## config.mk

```make
export PLATFORM = sky130hd
export DESIGN_NAME = fdnm_name_store
export DESIGN_NICKNAME = d
export VERILOG_FILES = /design/src/hw/rtl/fdnm_pkg.sv /design/src/hw/rtl/fdnm_name_store.sv
export SDC_FILE = /design/constraint.sdc
export NUM_CORES = 2
export LEC_CHECK = 0
export BUFFER_PORTS_ARGS = -buffer_cell sky130_fd_sc_hd__clkbuf_2
export CELL_PAD_IN_SITES_DETAIL_PLACEMENT = 0
export CELL_PAD_IN_SITES_GLOBAL_PLACEMENT = 1
export CORE_ASPECT_RATIO = 2
export CORE_UTILIZATION = 35
export CTS_BUF_LIST = sky130_fd_sc_hd__clkbuf_16
export CTS_CLUSTER_SIZE = 25
export DETAILED_ROUTE_END_ITERATION = 12
export PLACE_DENSITY_LB_ADDON = 0.1
export SLEW_MARGIN = 30
export SYNTH_ARGS = -nofsm -noshare
export SYNTH_HDL_FRONTEND = slang
export SYNTH_SLANG_ARGS = --single-unit
```

## constraint.sdc

```tcl
create_clock -name clock -period 10.22 [get_ports clock]
set_clock_uncertainty 0.2 [all_clocks]
set_input_delay 1.533 -clock clock [delete_from_list [all_inputs] [get_ports clock]]
set_output_delay 1.533 -clock clock [all_outputs]
set_load 0.01 [all_outputs]
```

## src/hw/rtl/fdnm_pkg.sv

```systemverilog
// Shared types and constants of the FAT directory name matcher.
`default_nettype none

package fdnm_pkg;

   localparam int NAME_DEPTH     = 261;
   localparam int LANES          = 13;
   localparam int NAME_ROWS      = (NAME_DEPTH + LANES - 1) / LANES;
   localparam int LAST_ROW_LANES = NAME_DEPTH - (NAME_ROWS - 1) * LANES;
   localparam int ROW_W          = $clog2(NAME_ROWS);
   localparam int LANE_W         = $clog2(LANES);
   localparam int POS_W          = 9;
   localparam int SHORT_LEN      = 11;
   localparam int ENTRY_BYTES    = 32;

   // position / 13 as (position * 79) >> 10, exact for positions below 261
   localparam int RECIP_MUL   = 79;
   localparam int RECIP_SHIFT = 10;
   localparam int PROD_W      = POS_W + 7;

   localparam logic [7:0] LFN_ATTR   = 8'h0F;
   localparam int         FIRST_BIT  = 6;
   localparam logic [4:0] SEQ_MASK   = 5'h1F;
   localparam logic [7:0] CHAR_SPACE = 8'h20;
   localparam logic [7:0] CHAR_NUL   = 8'h00;

   // byte offsets of the 13 name characters inside a long-name entry
   localparam int LFN_OFFS [LANES] = '{1, 3, 5, 7, 9, 14, 16, 18, 20, 22, 24, 28, 30};

   typedef logic [7:0]                  char_type;
   typedef logic [LANES-1:0][7:0]       row_type;
   typedef logic [ROW_W-1:0]            row_idx_type;
   typedef logic [LANE_W-1:0]           lane_idx_type;
   typedef logic [ENTRY_BYTES-1:0][7:0] entry_type;

   typedef enum logic [1:0] {
      OP_BEGIN = 2'd0,
      OP_LOAD  = 2'd1,
      OP_ENTRY = 2'd2
   } opcode_type;

   typedef enum logic [1:0] {
      ST_NO_MATCH = 2'd0,
      ST_MATCH    = 2'd1,
      ST_END      = 2'd2,
      ST_DONE     = 2'd3
   } status_type;

   // control of the long-name store
   typedef struct packed {
      logic        fill_en;
      char_type    fill_char;
      logic        wr_en;
      row_idx_type wr_row;
      row_type     wr_data;
      row_idx_type rd_row;
   } lns_ctrl_type;

endpackage

`default_nettype wire

```

## src/hw/rtl/fdnm_name_store.sv

```systemverilog
// Long-name store: row-wide memory with per-row valid bits and a common fill character.
`default_nettype none

module fdnm_name_store (
   input  wire logic                  clock,
   input  wire logic                  reset,
   input  wire fdnm_pkg::lns_ctrl_type ctrl,
   output fdnm_pkg::row_type          rd_data
);

   fdnm_pkg::row_type          mem [fdnm_pkg::NAME_ROWS];
   fdnm_pkg::row_type          rd_raw_ff;
   logic                       rd_valid_ff;
   logic [fdnm_pkg::NAME_ROWS-1:0] row_valid_ff;
   fdnm_pkg::char_type         fill_ff;

   always_ff @(posedge clock) begin
      if (ctrl.wr_en) begin
         mem[ctrl.wr_row] <= ctrl.wr_data;
      end
      rd_raw_ff <= mem[ctrl.rd_row];
   end

   // a row not written since the last fill reads as the fill character
   always_ff @(posedge clock) begin
      if (reset) begin
         row_valid_ff <= '0;
         fill_ff      <= fdnm_pkg::CHAR_NUL;
         rd_valid_ff  <= 1'b0;
      end else begin
         if (ctrl.fill_en) begin
            row_valid_ff <= '0;
            fill_ff      <= ctrl.fill_char;
         end
         if (ctrl.wr_en) begin
            row_valid_ff[ctrl.wr_row] <= 1'b1;
         end
         rd_valid_ff <= row_valid_ff[ctrl.rd_row];
      end
   end

   assign rd_data = rd_valid_ff ? rd_raw_ff : {fdnm_pkg::LANES{fill_ff}};

endmodule

`default_nettype wire

```

-- Word-level counts from Yosys, hierarchy flattened
Memory sizes are Yosys's and may differ from the RTL's. A register that Yosys moved wholly into a read port is not among the register bits.
Cells that the tools add are included.
- flip-flop bits (word level): 30
- memories: 1
- output and inout port bits: 104
- bits in writable memories: 2184
- word-level logic and storage cells: 19
- multiplexer cells: 10
- magnitude comparators: 3
- bitwise gates (word level): 1
- reduce and logical (&&, ||, !) cells: 1
- memory list (memory ; words ; width ; read ports ; clocked after memory_dff ; write ports ; line ; source):
    mem ; 21 ; 104 ; 1 ; 1 ; 1 ; fdnm_name_store.sv:11 ; fdnm_pkg::row_type mem [fdnm_pkg::NAME_ROWS];
- operator list (operator ; number):
    104-bit two-way mux ; 1
    21-bit two-way mux ; 3
    21-bit OR ; 1
    5-bit by 6-bit < comparator with 1-bit output (second input constant) ; 2
    1-bit binary-select mux with 5-bit select ; 1
    1-bit demux with 5-bit select ; 1
    5-bit by 1-bit greater-or-equal comparator with 1-bit output (second input constant) ; 1
    1-bit two-way mux ; 4
    1-bit logical AND ; 1

-- Logic depth before layout (Yosys ltp)
- depth in word-level cells: 6
- mapped depth: 8
- mapped depth without buffers: 4

-- Least setup slack after synthesis
Ideal clock, no wire load.
- kind: input-to-reg
- start point: input port ctrl[110] (netlist name)
- end point: memory mem[4][0] (netlist name), enable pin
- cell stages on the path: 3
- arrival: 9.130 ns
- setup slack: 0.195 ns
- setup time: 0.696 ns
- path through: nor3b_1 -> nand2_1 -> nor3_1
- RTL lines (what ; line ; source):
    from (decl) ; fdnm_name_store.sv:7 ; input wire fdnm_pkg::lns_ctrl_type ctrl,
    to (decl) ; fdnm_name_store.sv:11 ;
No word-level cell before the write port.

==> flow_summary.yaml <==
timing:
  slew_viol_final: 0
  finalCriticalPeriod_ps: 5590
  hold_violations: 0
  slew-limit-headroom_pct: 33.8
  rsz0062_at_grt: "no"
  final-setup-viol-count: 0
  setup_tns_ps: 0
  fmaxAchievable_mhz: 179
  layout_worst_path_cycle_share_pct: 54.7
  worstMarginPinSlew_ps: 993
  setup_slack_ps: 4630
floorplan:
  rows: 257
  dieArea_mm2: 0.249
  start_util_pct: 35.3
  core_mm2: 0.245
  boundaryPins: 230
  die_h_um: 705
  dieWidth_um: 353
yosys:
  yosys.area.top_type: "edfxtp_1"
  synth_edf_count: 2184
  synth_top_area_share_pct: 75.9
  synth_fp_nets: 4045
  synth_area_leaders: "edfxtp_1 (76%), mux4_2 (14%), dfxtp_1 (3.1%), a22oi_1 (1.8%), nand2_1 (1.5%)"
  netlist_top_cells_count: "edfxtp_1 (2184), mux4_2 (524), nand2_1 (338), a22oi_1 (208), dfxtp_1 (134)"
  synthArstFlopShare_pct: 0
  seq_area_frac_synth_pct: 79.0
  synth_area_per_cell_um2: 22.0
  ys_ff_latch: 2318
  yosys_warnings: 0
  yosysMostFrequentCell: "edfxtp_1"
  synth_top_flop_cell: "edfxtp_1"
  synthDistinctLibCells: 41
  syn_inst: 3919
  syn-cell-area_mm2: 0.0864
job:
  cap_violations: 0
routing:
  route.met3.wl_mm: 11.4
  ant_nets: 0
  wl_met1_mm: 95.5
  wl_per_cell_um: 31.9
  post-route-drc-count: 0
  top_layer_used: "met5"
  drt_iter0_drc: 3248
  vias: 40500
  met2_length_mm: 132
  first_pass_iters: 7
  routed_via_density: 5.29
  drt-total-wl_mm: 244
worst_hold_path:
  hold_class: "reg2reg"
place:
  place_congestion: 0.708
  dp_hpwl_mm: 124
  preCtsSetupSlack_ps: 4850
  portBuffers: 229
clock_tree:
  clock_path_buffers: 4
  numCtsBuffers: 213
  post_cts_resized: 0
  htreeDepth: 4
  root_buffer: "clkbuf_16"
  post_cts_buffers: 0
  clk_pin_slew_ps: 70
  clock_latency_ps: 860
  clock_sinks: 2318
  postCtsHoldBufs: 0
  cts_tree: "built"
critical_path:
  crit_path_max_incr_delay_ps: 860
  cp_cell_sequence: "buf_4 > nand2b_4 > nand2_1 > clkbuf_2"
  path_max_fanout: 43
  crit_buf_inv: 2
  arrival_ps: 3860
  cp_top_family: "simple AND/OR/NAND/NOR gates"
  cp-start-kind: "flop"
  crit_path_top_delay_cell: "dfxtp_4"
  crit_type: "reg2out"
  worstPathRequired_ps: 8490
  worst_setup_path_end_kind: "output pin"
global_routing:
  grtUsageTotal_pct: 19.7
  grt_antenna_before_repair: 37
  grt_max_degree: 121
  overflow: 0
  grt_pass1_wl_mm: 345
  first_global_vias: 44600
pwr:
  p_leak_nw: 31.4
  power_density_mw_per_mm2: 197
  ir_drop_mv: 0.137
cells_and_area:
  nets: 4357
  drive_above_1_share_pct: 28.7
  nFillCells: 22000
  areaGrowthSynthToFinish_pct: 13.6
  multi_input_area_mm2: 0.0170
  seqCellArea_mm2: 0.0683
run_status:
  status: "finished clean"
-- kinds of logic (layout without fill, tap and decap cells) --
| group | count (synthesis) | in the layout | synth area share [%] |
|---|---|---|---|
| buf+inv | 227 | 712 | 1.38 |
| compound gates | 234 | 234 | 2.00 |
| flops | 2318 | 2318 | 79.0 |
| mux | 638 | 638 | 15.1 |
| other cells | 0 | 10 | 0 |
| simple gates | 502 | 502 | 2.46 |
-- cells in the final DEF (no fill, tap or decap), types with 67 or more instances in the layout --
| cell type | instances |
|---|---|
| clkbuf_16 | 217 |
| a22oi_1 | 208 |
| clkbuf_2 | 226 |
| mux2_2 | 104 |
| nand2_1 | 338 |
| mux4_2 | 524 |
| dfxtp_1 | 133 |
| buf_4 | 67 |
| nand3_1 | 105 |
| edfxtp_1 | 2184 |
-- where the power goes --
part           internal (mW)  switching, mW  leakage (nW)
clock network           4.31           3.53          3.49
registers               10.5         0.0533          20.8
logic                  0.336          0.589          7.13
total                   15.2           4.17          31.4
-- path summary, 6_finish.rpt --
path | slack [ps] | cells past startpoint | from | to
setup / recovery | 4630 | 4 | rd_valid_ff$_SDFF_PP0_ | rd_data[37]
hold / removal | 270 | 2 | row_valid_ff[15]$_SDFF_PP0_ | row_valid_ff[15]$_SDFF_PP0_
setup reg to reg | 8300 | 3 | mem[7][70]$_DFFE_PP_ | rd_raw_ff[70]$_DFF_P_
hold reg to reg | 270 | 2 | row_valid_ff[15]$_SDFF_PP0_ | row_valid_ff[15]$_SDFF_PP0_
-- worst register-to-register path, cell delays in order, from the launching register on --
cell and delay (ps):
edfxtp_1 360, mux4_2 480, a22oi_1 510, nand3_1 170
-- sequential cells by signal (all words and copies together) (netlist names) --
signal	flops
fill_ff	8
mem	2184
rd_raw_ff	104
rd_valid_ff	1
row_valid_ff	21
-- metal layers --
layer | GRT usage [%] | vias up
li1 | - | 16900
met1 | 24.1 | 22300
met2 | 36.1 | 914
met3 | 2.96 | 317
met4 | 4.82 | 22
met5 | 0 | -
-- layout make-up --
class                   count  share of cell area, %
clock buffers             217                   5.53
clock inverters           171                   1.26
multi-input cells        1374                   17.4
diodes                     10                 0.0255
inverters                  14                  0.163
well taps                3237                   4.13
repair buffers            310                   1.93
flip-flops and latches   2318                   69.6
-- metrics by stage --
| stage | instances | cell area [µm²] | hold slack (ps) | utilization, % | total power, mW |
|---|---|---|---|---|---|
| after global routing | 7642 | 98100 | 293 | 40.0 | 20.0 |
| after global placement | 7252 | 91400 | 249 | 37.3 | 11.7 |
| after detailed placement | 7252 | 91400 | 255 | 37.3 | 11.8 |
| final | 7651 | 98100 | 266 | 40.0 | 19.4 |
| after floorplan | 3919 | 86400 | 240 | - | 11.3 |
| after CTS | 7640 | 98100 | 266 | 40.0 | 19.6 |
Note: power is estimated with default switching activity, not from simulation.
